[src/hw/rtl/pvcm_pkg.sv]
// pvcm_pkg: types, constants and codes shared by the velocity command mux
// used by the channel interfaces and every rtl module of the block
`default_nettype none

package pvcm_pkg;

  localparam int NUM_SOURCES = 4;
  localparam int SRC_W = (NUM_SOURCES > 1) ? $clog2(NUM_SOURCES) : 1;

  localparam int VEL_W = 16;
  localparam int DB_W = 15;
  localparam int AGE_W = 16;
  localparam int CFG_W = 16;
  localparam int CFG_IDX_W = 2;

  localparam logic [AGE_W-1:0] AGE_MAX = '1;

  // reset values of the configuration registers
  localparam logic [DB_W-1:0] LIN_DB_RST = DB_W'(41);
  localparam logic [DB_W-1:0] ANG_DB_RST = DB_W'(41);
  localparam logic [AGE_W-1:0] TIMEOUT_RST = AGE_W'(200);

  typedef logic signed [VEL_W-1:0] vel_t;
  typedef logic [AGE_W-1:0] age_t;
  typedef logic [SRC_W-1:0] src_idx_t;

  typedef enum logic [1:0] {
    KIND_CMD = 2'd0,
    KIND_TICK = 2'd1,
    KIND_PUBLISH = 2'd2
  } kind_t;

  typedef enum logic [CFG_IDX_W-1:0] {
    CFG_LIN_DB = 2'd0,
    CFG_ANG_DB = 2'd1,
    CFG_TIMEOUT = 2'd2
  } cfg_idx_t;

  typedef struct packed {
    vel_t linear_x;
    vel_t linear_y;
    vel_t linear_z;
    vel_t angular_x;
    vel_t angular_y;
    vel_t angular_z;
  } vel6_t;

  typedef struct packed {
    logic [1:0] kind;
    logic [1:0] source;
    vel6_t vel;
  } item_t;

  // control from the request decode to the source bank
  typedef struct packed {
    logic store;
    src_idx_t idx;
    logic tick;
  } bank_ctl_t;

  typedef struct packed {
    logic valid;
    logic [1:0] source;
    vel6_t vel;
  } result_t;

endpackage

`default_nettype wire

[src/hw/rtl/pvcm_in_if.sv]
// pvcm_in_if: request channel of the velocity command mux, valid/ready with payload
// depends on pvcm_pkg
`default_nettype none

interface pvcm_in_if;
  logic valid;
  logic ready;
  logic [1:0] kind;
  logic [1:0] src;
  pvcm_pkg::vel_t linear_x;
  pvcm_pkg::vel_t linear_y;
  pvcm_pkg::vel_t linear_z;
  pvcm_pkg::vel_t angular_x;
  pvcm_pkg::vel_t angular_y;
  pvcm_pkg::vel_t angular_z;

  modport source (
    output valid, kind, src, linear_x, linear_y, linear_z,
           angular_x, angular_y, angular_z,
    input ready
  );
  modport sink (
    input valid, kind, src, linear_x, linear_y, linear_z,
          angular_x, angular_y, angular_z,
    output ready
  );
endinterface

`default_nettype wire

[src/hw/rtl/pvcm_out_if.sv]
// pvcm_out_if: result channel of the velocity command mux, valid/ready with payload
// depends on pvcm_pkg
`default_nettype none

interface pvcm_out_if;
  logic valid;
  logic ready;
  logic out_valid;
  logic [1:0] out_source;
  pvcm_pkg::vel_t out_linear_x;
  pvcm_pkg::vel_t out_linear_y;
  pvcm_pkg::vel_t out_linear_z;
  pvcm_pkg::vel_t out_angular_x;
  pvcm_pkg::vel_t out_angular_y;
  pvcm_pkg::vel_t out_angular_z;

  modport source (
    output valid, out_valid, out_source, out_linear_x, out_linear_y, out_linear_z,
           out_angular_x, out_angular_y, out_angular_z,
    input ready
  );
  modport sink (
    input valid, out_valid, out_source, out_linear_x, out_linear_y, out_linear_z,
          out_angular_x, out_angular_y, out_angular_z,
    output ready
  );
endinterface

`default_nettype wire

[src/hw/rtl/pvcm_src_bank.sv]
// pvcm_src_bank: per-source stored velocity and saturating age counters
// depends on pvcm_pkg
`default_nettype none

module pvcm_src_bank (
  input  wire logic                clk,
  input  wire logic                rst_n,
  input  wire pvcm_pkg::bank_ctl_t ctl,
  input  wire pvcm_pkg::vel6_t     cmd_vel,
  output pvcm_pkg::vel6_t          stored_vel [pvcm_pkg::NUM_SOURCES],
  output pvcm_pkg::age_t           age        [pvcm_pkg::NUM_SOURCES]
);

  pvcm_pkg::vel6_t vel_r [pvcm_pkg::NUM_SOURCES];
  pvcm_pkg::age_t  age_r [pvcm_pkg::NUM_SOURCES];

  // velocity only matters once its source has been refreshed, so no reset
  always_ff @(posedge clk) begin
    if (ctl.store) begin
      vel_r[ctl.idx] <= cmd_vel;
    end
  end

  always_ff @(posedge clk) begin
    if (!rst_n) begin
      for (int i = 0; i < pvcm_pkg::NUM_SOURCES; i++) begin
        age_r[i] <= pvcm_pkg::AGE_MAX;
      end
    end else begin
      for (int i = 0; i < pvcm_pkg::NUM_SOURCES; i++) begin
        if (ctl.store && (ctl.idx == pvcm_pkg::src_idx_t'(i))) begin
          age_r[i] <= '0;
        end else if (ctl.tick && (age_r[i] != pvcm_pkg::AGE_MAX)) begin
          age_r[i] <= age_r[i] + pvcm_pkg::age_t'(1);
        end
      end
    end
  end

  assign stored_vel = vel_r;
  assign age = age_r;

endmodule

`default_nettype wire

[src/hw/rtl/pvcm_select.sv]
// pvcm_select: priority pick of the highest-priority fresh source
// depends on pvcm_pkg
`default_nettype none

module pvcm_select (
  input  wire pvcm_pkg::vel6_t stored_vel [pvcm_pkg::NUM_SOURCES],
  input  wire pvcm_pkg::age_t  age        [pvcm_pkg::NUM_SOURCES],
  input  wire pvcm_pkg::age_t  timeout,
  output pvcm_pkg::result_t    res
);

  // scan from lowest priority up so source 0 wins last
  always_comb begin
    res = '0;
    for (int i = pvcm_pkg::NUM_SOURCES - 1; i >= 0; i--) begin
      if (age[i] < timeout) begin
        res.valid = 1'b1;
        res.source = 2'(i);
        res.vel = stored_vel[i];
      end
    end
  end

endmodule

`default_nettype wire

[src/hw/rtl/priority_velocity_command_mux_core.sv]
// priority_velocity_command_mux_core: top level of the priority velocity command mux
// depends on pvcm_pkg, pvcm_in_if, pvcm_out_if, pvcm_src_bank, pvcm_select
`default_nettype none

// usage
// - in_chan carries requests: kind 0 is a velocity command from a source
//   (0 joystick, highest priority, to 3 navigation), kind 1 a time tick,
//   kind 2 a publish request; kind 3 is dropped
// - a command is kept, and its source made fresh, only when |linear_x| or
//   |angular_z| is above its deadband; ticks age all sources, saturating
// - each publish gives one result on out_chan: the highest-priority source
//   whose age is below timeout_ticks, or out_valid 0 with zero speeds
// - cfg_we/cfg_index/cfg_wdata write the deadbands and timeout; write only
//   while no request is in flight
// - order: a request taken at one edge is decoded from the input register
//   in the next cycle; a publish result is registered in the result register
//   when the publish leaves the input register, and is on out_chan from then on
// - throughput: one request per cycle while no publish waits on a stalled
//   result, limited by the single input register and single result register
// - a stalled result holds the result register; commands and ticks still
//   drain behind it, and a publish waits in the input register
// - after reset all sources are stale and configuration is at defaults

module priority_velocity_command_mux_core (
  input  wire logic                          clk,
  input  wire logic                          rst_n,
  pvcm_in_if.sink                            in_chan,
  pvcm_out_if.source                         out_chan,
  input  wire logic                          cfg_we,
  input  wire logic [pvcm_pkg::CFG_IDX_W-1:0] cfg_index,
  input  wire logic [pvcm_pkg::CFG_W-1:0]     cfg_wdata
);

  // configuration registers
  logic [pvcm_pkg::DB_W-1:0] lin_db_r;
  logic [pvcm_pkg::DB_W-1:0] ang_db_r;
  pvcm_pkg::age_t            timeout_r;

  always_ff @(posedge clk) begin
    if (!rst_n) begin
      lin_db_r <= pvcm_pkg::LIN_DB_RST;
      ang_db_r <= pvcm_pkg::ANG_DB_RST;
      timeout_r <= pvcm_pkg::TIMEOUT_RST;
    end else if (cfg_we) begin
      unique case (pvcm_pkg::cfg_idx_t'(cfg_index))
        pvcm_pkg::CFG_LIN_DB:  lin_db_r <= cfg_wdata[pvcm_pkg::DB_W-1:0];
        pvcm_pkg::CFG_ANG_DB:  ang_db_r <= cfg_wdata[pvcm_pkg::DB_W-1:0];
        pvcm_pkg::CFG_TIMEOUT: timeout_r <= cfg_wdata[pvcm_pkg::AGE_W-1:0];
        default: ;
      endcase
    end
  end

  // input register
  logic            req_valid_r;
  pvcm_pkg::item_t req_r;
  logic            req_adv;
  logic            req_is_pub;
  logic            res_valid_r;
  pvcm_pkg::result_t res_r;

  assign req_is_pub = (pvcm_pkg::kind_t'(req_r.kind) == pvcm_pkg::KIND_PUBLISH);
  // a publish can leave only when the result register is free or being drained
  assign req_adv = req_valid_r && (!req_is_pub || !res_valid_r || out_chan.ready);
  assign in_chan.ready = !req_valid_r || req_adv;

  always_ff @(posedge clk) begin
    if (!rst_n) begin
      req_valid_r <= 1'b0;
    end else if (in_chan.ready) begin
      req_valid_r <= in_chan.valid;
    end
  end

  always_ff @(posedge clk) begin
    if (in_chan.ready && in_chan.valid) begin
      req_r.kind <= in_chan.kind;
      req_r.source <= in_chan.src;
      req_r.vel.linear_x <= in_chan.linear_x;
      req_r.vel.linear_y <= in_chan.linear_y;
      req_r.vel.linear_z <= in_chan.linear_z;
      req_r.vel.angular_x <= in_chan.angular_x;
      req_r.vel.angular_y <= in_chan.angular_y;
      req_r.vel.angular_z <= in_chan.angular_z;
    end
  end

  // deadband check: magnitude is 17 bits so that -32768 gives 32768
  logic [pvcm_pkg::VEL_W:0] lin_mag;
  logic [pvcm_pkg::VEL_W:0] ang_mag;
  logic                     above_db;
  logic                     src_ok;
  pvcm_pkg::bank_ctl_t      bank_ctl;

  always_comb begin
    lin_mag = req_r.vel.linear_x[pvcm_pkg::VEL_W-1]
            ? ((pvcm_pkg::VEL_W+1)'(1) << pvcm_pkg::VEL_W) - {1'b0, req_r.vel.linear_x}
            : {1'b0, req_r.vel.linear_x};
    ang_mag = req_r.vel.angular_z[pvcm_pkg::VEL_W-1]
            ? ((pvcm_pkg::VEL_W+1)'(1) << pvcm_pkg::VEL_W) - {1'b0, req_r.vel.angular_z}
            : {1'b0, req_r.vel.angular_z};
    above_db = (lin_mag > (pvcm_pkg::VEL_W+1)'(lin_db_r))
            || (ang_mag > (pvcm_pkg::VEL_W+1)'(ang_db_r));
    // commands naming a source past the configured count are dropped
    src_ok = (int'(req_r.source) < pvcm_pkg::NUM_SOURCES);
    bank_ctl = '0;
    bank_ctl.idx = pvcm_pkg::src_idx_t'(req_r.source);
    if (req_adv) begin
      unique case (pvcm_pkg::kind_t'(req_r.kind))
        pvcm_pkg::KIND_CMD:  bank_ctl.store = src_ok && above_db;
        pvcm_pkg::KIND_TICK: bank_ctl.tick = 1'b1;
        default: ;
      endcase
    end
  end

  pvcm_pkg::vel6_t   stored_vel [pvcm_pkg::NUM_SOURCES];
  pvcm_pkg::age_t    src_age    [pvcm_pkg::NUM_SOURCES];
  pvcm_pkg::result_t sel_res;

  pvcm_src_bank u_bank (
    .clk        (clk),
    .rst_n      (rst_n),
    .ctl        (bank_ctl),
    .cmd_vel    (req_r.vel),
    .stored_vel (stored_vel),
    .age        (src_age)
  );

  pvcm_select u_select (
    .stored_vel (stored_vel),
    .age        (src_age),
    .timeout    (timeout_r),
    .res        (sel_res)
  );

  // result register
  logic res_load;
  assign res_load = req_adv && req_is_pub;

  always_ff @(posedge clk) begin
    if (!rst_n) begin
      res_valid_r <= 1'b0;
    end else if (res_load) begin
      res_valid_r <= 1'b1;
    end else if (out_chan.ready) begin
      res_valid_r <= 1'b0;
    end
  end

  always_ff @(posedge clk) begin
    if (res_load) begin
      res_r <= sel_res;
    end
  end

  assign out_chan.valid = res_valid_r;
  assign out_chan.out_valid = res_r.valid;
  assign out_chan.out_source = res_r.source;
  assign out_chan.out_linear_x = res_r.vel.linear_x;
  assign out_chan.out_linear_y = res_r.vel.linear_y;
  assign out_chan.out_linear_z = res_r.vel.linear_z;
  assign out_chan.out_angular_x = res_r.vel.angular_x;
  assign out_chan.out_angular_y = res_r.vel.angular_y;
  assign out_chan.out_angular_z = res_r.vel.angular_z;

endmodule

`default_nettype wire

[src/flat_wrapper.sv]
// flat-port wrapper written by rule: the top's interface ports become plain ports
module priority_velocity_command_mux_core_flat 
  (clk, rst_n, cfg_we, cfg_index, cfg_wdata, in_chan_valid, in_chan_kind, in_chan_src, in_chan_linear_x, in_chan_linear_y, in_chan_linear_z, in_chan_angular_x, in_chan_angular_y, in_chan_angular_z, in_chan_ready, out_chan_valid, out_chan_out_valid, out_chan_out_source, out_chan_out_linear_x, out_chan_out_linear_y, out_chan_out_linear_z, out_chan_out_angular_x, out_chan_out_angular_y, out_chan_out_angular_z, out_chan_ready);
  pvcm_in_if in_chan_i ();
  pvcm_out_if out_chan_i ();
  input  wire logic clk;
  input  wire logic rst_n;
  input  wire logic cfg_we;
  input  wire logic [pvcm_pkg::CFG_IDX_W-1:0] cfg_index;
  input  wire logic [pvcm_pkg::CFG_W-1:0] cfg_wdata;
  input wire logic [$bits(in_chan_i.valid)-1:0] in_chan_valid;
  input wire logic [$bits(in_chan_i.kind)-1:0] in_chan_kind;
  input wire logic [$bits(in_chan_i.src)-1:0] in_chan_src;
  input wire logic [$bits(in_chan_i.linear_x)-1:0] in_chan_linear_x;
  input wire logic [$bits(in_chan_i.linear_y)-1:0] in_chan_linear_y;
  input wire logic [$bits(in_chan_i.linear_z)-1:0] in_chan_linear_z;
  input wire logic [$bits(in_chan_i.angular_x)-1:0] in_chan_angular_x;
  input wire logic [$bits(in_chan_i.angular_y)-1:0] in_chan_angular_y;
  input wire logic [$bits(in_chan_i.angular_z)-1:0] in_chan_angular_z;
  output wire logic [$bits(in_chan_i.ready)-1:0] in_chan_ready;
  output wire logic [$bits(out_chan_i.valid)-1:0] out_chan_valid;
  output wire logic [$bits(out_chan_i.out_valid)-1:0] out_chan_out_valid;
  output wire logic [$bits(out_chan_i.out_source)-1:0] out_chan_out_source;
  output wire logic [$bits(out_chan_i.out_linear_x)-1:0] out_chan_out_linear_x;
  output wire logic [$bits(out_chan_i.out_linear_y)-1:0] out_chan_out_linear_y;
  output wire logic [$bits(out_chan_i.out_linear_z)-1:0] out_chan_out_linear_z;
  output wire logic [$bits(out_chan_i.out_angular_x)-1:0] out_chan_out_angular_x;
  output wire logic [$bits(out_chan_i.out_angular_y)-1:0] out_chan_out_angular_y;
  output wire logic [$bits(out_chan_i.out_angular_z)-1:0] out_chan_out_angular_z;
  input wire logic [$bits(out_chan_i.ready)-1:0] out_chan_ready;
  assign in_chan_i.valid = in_chan_valid;
  assign in_chan_i.kind = in_chan_kind;
  assign in_chan_i.src = in_chan_src;
  assign in_chan_i.linear_x = in_chan_linear_x;
  assign in_chan_i.linear_y = in_chan_linear_y;
  assign in_chan_i.linear_z = in_chan_linear_z;
  assign in_chan_i.angular_x = in_chan_angular_x;
  assign in_chan_i.angular_y = in_chan_angular_y;
  assign in_chan_i.angular_z = in_chan_angular_z;
  assign in_chan_ready = in_chan_i.ready;
  assign out_chan_valid = out_chan_i.valid;
  assign out_chan_out_valid = out_chan_i.out_valid;
  assign out_chan_out_source = out_chan_i.out_source;
  assign out_chan_out_linear_x = out_chan_i.out_linear_x;
  assign out_chan_out_linear_y = out_chan_i.out_linear_y;
  assign out_chan_out_linear_z = out_chan_i.out_linear_z;
  assign out_chan_out_angular_x = out_chan_i.out_angular_x;
  assign out_chan_out_angular_y = out_chan_i.out_angular_y;
  assign out_chan_out_angular_z = out_chan_i.out_angular_z;
  assign out_chan_i.ready = out_chan_ready;
  priority_velocity_command_mux_core u_core (.clk(clk), .rst_n(rst_n), .in_chan(in_chan_i), .out_chan(out_chan_i), .cfg_we(cfg_we), .cfg_index(cfg_index), .cfg_wdata(cfg_wdata));
endmodule
[config.mk]
export PLATFORM = sky130hd
export DESIGN_NAME = priority_velocity_command_mux_core_flat
export DESIGN_NICKNAME = d
export VERILOG_FILES = /design/src/hw/rtl/pvcm_pkg.sv /design/src/hw/rtl/pvcm_in_if.sv /design/src/hw/rtl/pvcm_out_if.sv /design/src/hw/rtl/pvcm_src_bank.sv /design/src/hw/rtl/pvcm_select.sv /design/src/hw/rtl/priority_velocity_command_mux_core.sv /design/src/flat_wrapper.sv
export SDC_FILE = /design/constraint.sdc
export NUM_CORES = 1
export LEC_CHECK = 0
export BUFFER_PORTS_ARGS = -buffer_cell sky130_fd_sc_hd__buf_4
export CAP_MARGIN = 20
export CORE_UTILIZATION = 40
export CTS_CLUSTER_SIZE = 28
export DETAILED_ROUTE_END_ITERATION = 16
export SLEW_MARGIN = 0
export SYNTH_ARGS = -nofsm -noshare
export SYNTH_HDL_FRONTEND = slang
export SYNTH_SLANG_ARGS = --single-unit
[constraint.sdc]
create_clock -name clk -period 10.45 [get_ports clk]
set_input_delay 2.6125 -clock clk [delete_from_list [all_inputs] [get_ports clk]]
set_output_delay 2.6125 -clock clk [all_outputs]
set_load 0.03 [all_outputs]
==> results of run 1 <==
cell type report:
type / count / area [um2]
fillers: 6072 / 36680
well taps: 940 / 1176
flip-flops and latches: 695 / 19750
repair buffers: 245 / 1839
diodes: 1 / 2.502
clock buffers: 96 / 2007
multi-input cells: 1180 / 7627
clock inverters: 42 / 376.6
inverters: 153 / 574.3
flip-flops by register name, indices dropped and copies added, names as in the netlist, 2 cells and up:
signal / count
u_core.out_chan.out_angular_y: 16
u_core.out_chan.out_linear_y: 16
u_core.out_chan.out_angular_x: 16
u_core.req_r: 98
u_core.u_bank.stored_vel: 384
u_core.ang_db_r: 15
u_core.out_chan.out_source: 2
u_core.u_bank.age: 64
u_core.bank_ctl: 2
u_core.out_chan.out_linear_x: 16
u_core.out_chan.out_angular_z: 16
u_core.lin_db_r: 15
u_core.timeout_r: 16
u_core.out_chan.out_linear_z: 16
routing by layer:
metal	track usage, %	up-vias	routed length (um)	part of all wire (%)
li1	-	8439	-	-
met1	25.84	8941	30530	44
met2	32.08	482	33640	49
met3	3.061	98	3615	5.2
met4	5.992	0	1539	2.2
met5	0	-	0	0
cells in the mapped netlist, types with 7 or more instances:
cell / n / area (um2)
a21oi_1: 25 / 125.1
inv_1: 153 / 574.3
and3_1: 109 / 681.9
o211ai_1: 10 / 75.07
o31ai_1: 11 / 82.58
ha_1: 96 / 1201
nand3_1: 228 / 1141
a21boi_0: 39 / 292.8
a31oi_1: 8 / 50.05
o21ai_1: 11 / 55.05
nand2_1: 135 / 506.7
o21ai_0: 167 / 835.8
nor4_1: 8 / 50.05
xor2_1: 38 / 332.8
buf_2: 7 / 35.03
dfxtp_1: 112 / 2242
clkbuf_1: 97 / 364.1
nand4_1: 27 / 168.9
o22ai_1: 96 / 600.6
nor2_1: 17 / 63.81
edfxtp_1: 583 / 17510
and4_1: 14 / 122.6
a21o_1: 14 / 105.1
xnor2_1: 40 / 350.3
through the flow:
step	utilization [%]	instance area (um2)
final	47.63	33350
after global routing	47.62	33350
after CTS	47.62	33350
after detailed placement	44.22	30970
after global placement	44.22	30970
after floorplan	-	28290
power groups by stage:
stage | Combinational (W) | Clock (W) | Sequential, W
CTS | 0.000530 | 0.00261 | 0.00315
global route | 0.000586 | 0.00272 | 0.00316
detailed placement | 0.000527 | 0 | 0.00321
global placement | 0.000514 | 0 | 0.00321
floorplan | 0.000330 | 0 | 0.00321
finish | 0.000525 | 0.00255 | 0.00315
cell families (layout without fill, tap and decap cells):
family	after synthesis	count (layout)
adders and majority gates	96	96
AOI/OAI and AO/OA	416	416
other	0	1
buffers and inverters	265	536
muxes	3	3
DFF	695	695
and+or+nand+nor	587	587
xor gates and xnor gates	78	78
worst reg2reg max path: stages, from the launching register on:
cell and delay [ns]:
edfxtp_1 0.49, nor4_1 0.52, inv_1 0.11, or4b_2 0.73, o31ai_1 0.31, xnor2_1 0.13
ha_1 0.30, nand4_1 0.11, or2_2 0.32, a31oi_1 0.15, o31ai_1 0.20, and3_1 0.29
and4bb_4 0.91, buf_4 0.97
worst min path at each step:
stage                                 startpoint                           endpoint  slack (ns)
2_1_floorplan   u_core.ang_db_r[10]$_SDFFE_PN0P_   u_core.ang_db_r[10]$_SDFFE_PN0P_        0.44
3_3_place_gp   u_core.timeout_r[13]$_SDFFE_PN0P_  u_core.timeout_r[13]$_SDFFE_PN0P_        0.46
3_5_place_dp   u_core.timeout_r[15]$_SDFFE_PN0P_  u_core.timeout_r[15]$_SDFFE_PN0P_        0.46
4_1_cts        u_core.timeout_r[11]$_SDFFE_PN0P_  u_core.timeout_r[11]$_SDFFE_PN0P_        0.47
5_1_grt        u_core.timeout_r[11]$_SDFFE_PN0P_  u_core.timeout_r[11]$_SDFFE_PN0P_        0.49
6_report       u_core.timeout_r[15]$_SDFFE_PN0P_  u_core.timeout_r[15]$_SDFFE_PN0P_        0.47
layout by cell type (no fill, tap or decap), types with 8 or more instances in the layout:
cell type | synthesis | routed
o211ai_1 | 10 | 10
and3_1 | 109 | 109
o31ai_1 | 11 | 11
dfxtp_1 | 112 | 112
o22ai_1 | 96 | 96
clkinv_1 | 0 | 11
clkinv_2 | 0 | 14
and4_1 | 14 | 14
xor2_1 | 38 | 38
ha_1 | 96 | 96
inv_1 | 153 | 153
edfxtp_1 | 583 | 583
buf_4 | 1 | 245
nor4_1 | 8 | 8
nand2_1 | 135 | 135
o21ai_0 | 167 | 167
clkbuf_1 | 97 | 17
nand4_1 | 27 | 27
a21o_1 | 14 | 14
o21ai_1 | 11 | 11
nor2_1 | 17 | 17
a21oi_1 | 25 | 25
clkbuf_16 | 0 | 76
xnor2_1 | 40 | 40
a21boi_0 | 39 | 39
nand3_1 | 228 | 228
==> metrics, run 1 <==
final worst setup slack=4.195 ns; Die Y-Extent=268.0 um; via count=17960; CTS root buf=clkbuf_16; iteration count of the initial detailed-routing pass=5; final setup vio count=0; R2R Path End=u_core.u_bank.stored_vel[211]$_DFFE_PP_; worst path bufs/invs=3; slowest CP cell=nor2_1; Setup Skew=0.02450 ns; Clock Path Buffers=3; initial core utilization=40.40%; Yosys reg bits=695; ANT nets after route=0; Seq/Total Area, Yosys=69.80%; Register-to-Register Path Depth=13; Die X-Extent=268.0 um; r2r startpoint=u_core.req_r[84]$_DFFE_PP_; GR Overflow Total=0; Synth Area in Simple Gates=10.89%; Int Power=0.004753 W; vias in the first global route=17920; share of post-route cells with drive strength above 1=15.39%; Worst Path Max Fanout=3; Post-Synth XOR/XNOR Area=2.415%; Crit path arrival time=3.64 ns; Logic pwr share=8.4%; Main synth FF type=edfxtp_1; critical path cell sequence=buf_4 -> nand2b_1 -> nor2_1 -> inv_1 -> buf_4; Synth Area in Compound Gates=8.959%; Tcrit/Tclk final=59.86%; row count=97; vias per cell=5.358; unrepaired setup endpoints after global routing=no; max-slew violation count=0; synthesized area per cell=13.22 um2; post-synthesis mux area share=0.1061%; placed insts=3213; Cells after Synth=2140; worst slew pin tran=1.141 ns; total power=0.006228 W; most used cell, CP=buf_4; DRC viols=0; first-pass GRT wire length=105300 um; post-layout min period=6.255 ns; Worst-path clk slew=0.06 ns; P_sw=0.001475 W; antenna violations before repair=1; All-Layer GR Usage=19.26%; I/O pin total=224; Syn. warnings=0; CORE AREA=0.07003 mm2; EDFF count, synth=583; PD cells=186.7 mW/mm2; dpl ws=4.145 ns; Area Overhead vs Synth=17.88%; largest family of logic cells by synthesized area=simple AND/OR/NAND/NOR gates; H-tree depth=3; WP depth=5; Sum Neg Setup Slack=0 ns; hold-fix buffers at CTS=0; Clk pwr share=40.9%; CTS tree=done; Worst IR Drop VDD=0.1277 mV; Cell Area, Synth=0.02829 mm2; Synth cell types=62; Relative slew margins=23.94%; DRT iter0 DRCs=1466; achievable clock frequency=159.9 MHz; routed wire length=69320 um; port buffer count=223; crit-path leading delay family=simple AND/OR/NAND/NOR gates; Max-Cap Viols=0; Reg power frac=50.6%; setup bufs post-CTS=0; critical path endpoint=in_chan_ready; GP Congestion=0.8066; CP startpoint kind=input port; Worst setup EP type=output pin; worst hold path depth=2; Hold Fails Final Rpt=0; worst hold path type=reg -> reg; largest net degree at the start of global routing=113; syn nets=2359; Final Hold Slack=0.4657 ns; Clock Latency Late Sink=0.62 ns; status=complete, no violations; die area=0.07180 mm2; Crit Path Category=in -> out; clock tree sinks=695; CP startpoint=out_chan_ready; Layout Cells excl Fill=3352; WL per Instance=20.68 um; Post-Synth Adder-Cell Area=4.245%; async set-reset flop share out of synthesis=0%; HPWL Detailed=40670 um; worst path required time=7.84 ns; CTS buffer count=75; Max stage delay on crit path=0.44 ns; sw frac=23.69%; Pleak=11.67 nW; final net count=2569; R2R setup slack=4.46 ns; Resized Gates After CTS=0
No activity file was read; power rests on OpenSTA's default activity.
==> run 2: changes to the inputs <==
==> constraint.sdc (replaced) <==
create_clock -name clk -period 5.7 [get_ports clk]
set_input_delay 1.425 -clock clk [delete_from_list [all_inputs] [get_ports clk]]
set_output_delay 1.425 -clock clk [all_outputs]
set_load 0.03 [all_outputs]
==> run 2 against run 1 <==
Net effect:
- design area is 0.45% higher
- clock power is 85% higher
- wire length is 1.9% lower
- first-iteration DRC count is 9.4% lower
- largest cell class unchanged
==> metrics, run 2 (synthesis results as in run 1) <==
status=complete, no violations; Relative slew margins=26.31%; initial core utilization=40.40%; Worst setup EP type=flip-flop; Resized Gates After CTS=0; iteration count of the initial detailed-routing pass=5; CTS buffer count=75; critical path endpoint=u_core.u_bank.stored_vel[287]$_DFFE_PP_; Clock Latency Late Sink=0.63 ns; Die Y-Extent=268.0 um; R2R Path End=u_core.u_bank.stored_vel[287]$_DFFE_PP_; GP Congestion=0.8364; commonest non-fill, non-tap cell in the layout=edfxtp_1; Worst Path Max Fanout=55; hold-fix buffers at CTS=0; vias per cell=5.359; DRT iter0 DRCs=1328; R2R setup slack=0.58 ns; PD cells=343.2 mW/mm2; WL per Instance=20.27 um; Register-to-Register Path Depth=14; GR Overflow Total=0; Area Overhead vs Synth=18.41%; HPWL Detailed=41440 um; CORE AREA=0.07003 mm2; row count=97; share of post-route cells with drive strength above 1=15.65%; Sum Neg Setup Slack=0 ns; first-pass GRT wire length=103700 um; final net count=2574; All-Layer GR Usage=18.95%; CP startpoint=u_core.req_r[84]$_DFFE_PP_; ANT nets after route=0; Crit Path Category=reg -> reg; achievable clock frequency=195.5 MHz; die area=0.07180 mm2; worst hold path type=reg -> reg; routed wire length=68010 um; Tcrit/Tclk final=89.74%; antenna violations before repair=2; largest net degree at the start of global routing=113; H-tree depth=3; worst path required time=5.98 ns; Setup Skew=0.02394 ns; Clock Path Buffers=3; setup bufs post-CTS=0; Max-Cap Viols=0; Pleak=11.74 nW; clock tree sinks=695; Final Hold Slack=0.4664 ns; Antenna Cells=0; post-layout min period=5.115 ns; Crit path arrival time=5.39 ns; max-slew violation count=0; Die X-Extent=268.0 um; unrepaired setup endpoints after global routing=no; r2r startpoint=u_core.req_r[84]$_DFFE_PP_; filler instances=6053; Worst IR Drop VDD=0.2158 mV; I/O pin total=224; port buffer count=223; Worst-path clk slew=0.06 ns; area of the multi-input gates=0.007627 mm2; Layout Cells excl Fill=3355; vias in the first global route=17910; CTS tree=done; register area=0.01975 mm2; Hold Fails Final Rpt=0; Largest register FFs=384; commonest cells after routing, fill and taps aside=edfxtp_1, buf_4, nand3_1; DRC viols=0; via count=17980; CTS root buf=clkbuf_16; CP startpoint kind=flip-flop; placed insts=3218; final setup vio count=0; worst slew pin tran=1.100 ns
==> run 2: cell count changes in the layout (fill, tap and decap cells not counted), sizes merged <==
cell / delta
buf: +5
bufinv: +2
clkbuf: -4
clkinvlp: -3
diode: -1
inv: +4
==> run 2: routing by layer <==
| layer | part of all wire (%) | up-vias | track usage, % |
|---|---|---|---|
| li1 | - | 8455 | - |
| met1 | 44 | 8923 | 25.45 |
| met2 | 48 | 488 | 31.06 |
| met3 | 5.3 | 112 | 3.491 |
| met4 | 2.5 | 0 | 6.100 |
| met5 | 0 | - | 0 |
==> run 2: cell type report <==
class / instances / area share [%]
clock inverter: 45 / 1.285
multi-input combinational: 1180 / 22.77
tap: 940 / 3.510
sequential: 695 / 58.95
inverter: 153 / 1.714
clock buffer: 92 / 5.916
timing repair buffer: 250 / 5.863
==> run 2: worst min path at each step <==
stage | from | end | slack, ns | depth (start not counted)
after floorplan | u_core.ang_db_r[10]$_SDFFE_PN0P_ | u_core.ang_db_r[10]$_SDFFE_PN0P_ | 0.44 | 2
after global placement | u_core.timeout_r[5]$_SDFFE_PN0P_ | u_core.timeout_r[5]$_SDFFE_PN0P_ | 0.45 | 2
after detailed placement | u_core.timeout_r[5]$_SDFFE_PN0P_ | u_core.timeout_r[5]$_SDFFE_PN0P_ | 0.46 | 2
after CTS | u_core.timeout_r[5]$_SDFFE_PN0P_ | u_core.timeout_r[5]$_SDFFE_PN0P_ | 0.47 | 2
after global routing | u_core.ang_db_r[11]$_SDFFE_PN0P_ | u_core.ang_db_r[11]$_SDFFE_PN0P_ | 0.49 | 2
final | u_core.timeout_r[5]$_SDFFE_PN0P_ | u_core.timeout_r[5]$_SDFFE_PN0P_ | 0.47 | 2
==> run 2: where the power goes <==
| group | internal [W] | switching, W |
|---|---|---|
| combinational | 0.000394 | 0.000586 |
| sequential | 0.00567 | 0.000118 |
| clock | 0.00273 | 0.00200 |
==> run 2: per-stage QoR <==
stage / total power (W) / cell area [um2] / worst slack (ns) / utilization [%]
floorplan: 0.006489 / 28300 / 0.7663 / -
global placement: 0.006843 / 31090 / 0.6970 / 44.40
detailed placement: 0.006874 / 31090 / 0.6641 / 44.40
CTS: 0.01161 / 33500 / 0.6350 / 47.84
global route: 0.01195 / 33500 / 0.4203 / 47.84
finish: 0.01150 / 33500 / 0.5845 / 47.84
==> run 2: critical path, cell delays in order, from the launching register on <==
cell	delay (ns)
edfxtp_1	0.49
nor4_1	0.53
inv_1	0.11
or4b_2	0.73
o31ai_1	0.27
xnor2_1	0.11
ha_1	0.30
nand4_1	0.11
or2_2	0.33
a31oi_1	0.17
o31ai_1	0.10
buf_4	0.19
and3_1	0.22
and4bb_4	0.71
buf_12	0.35
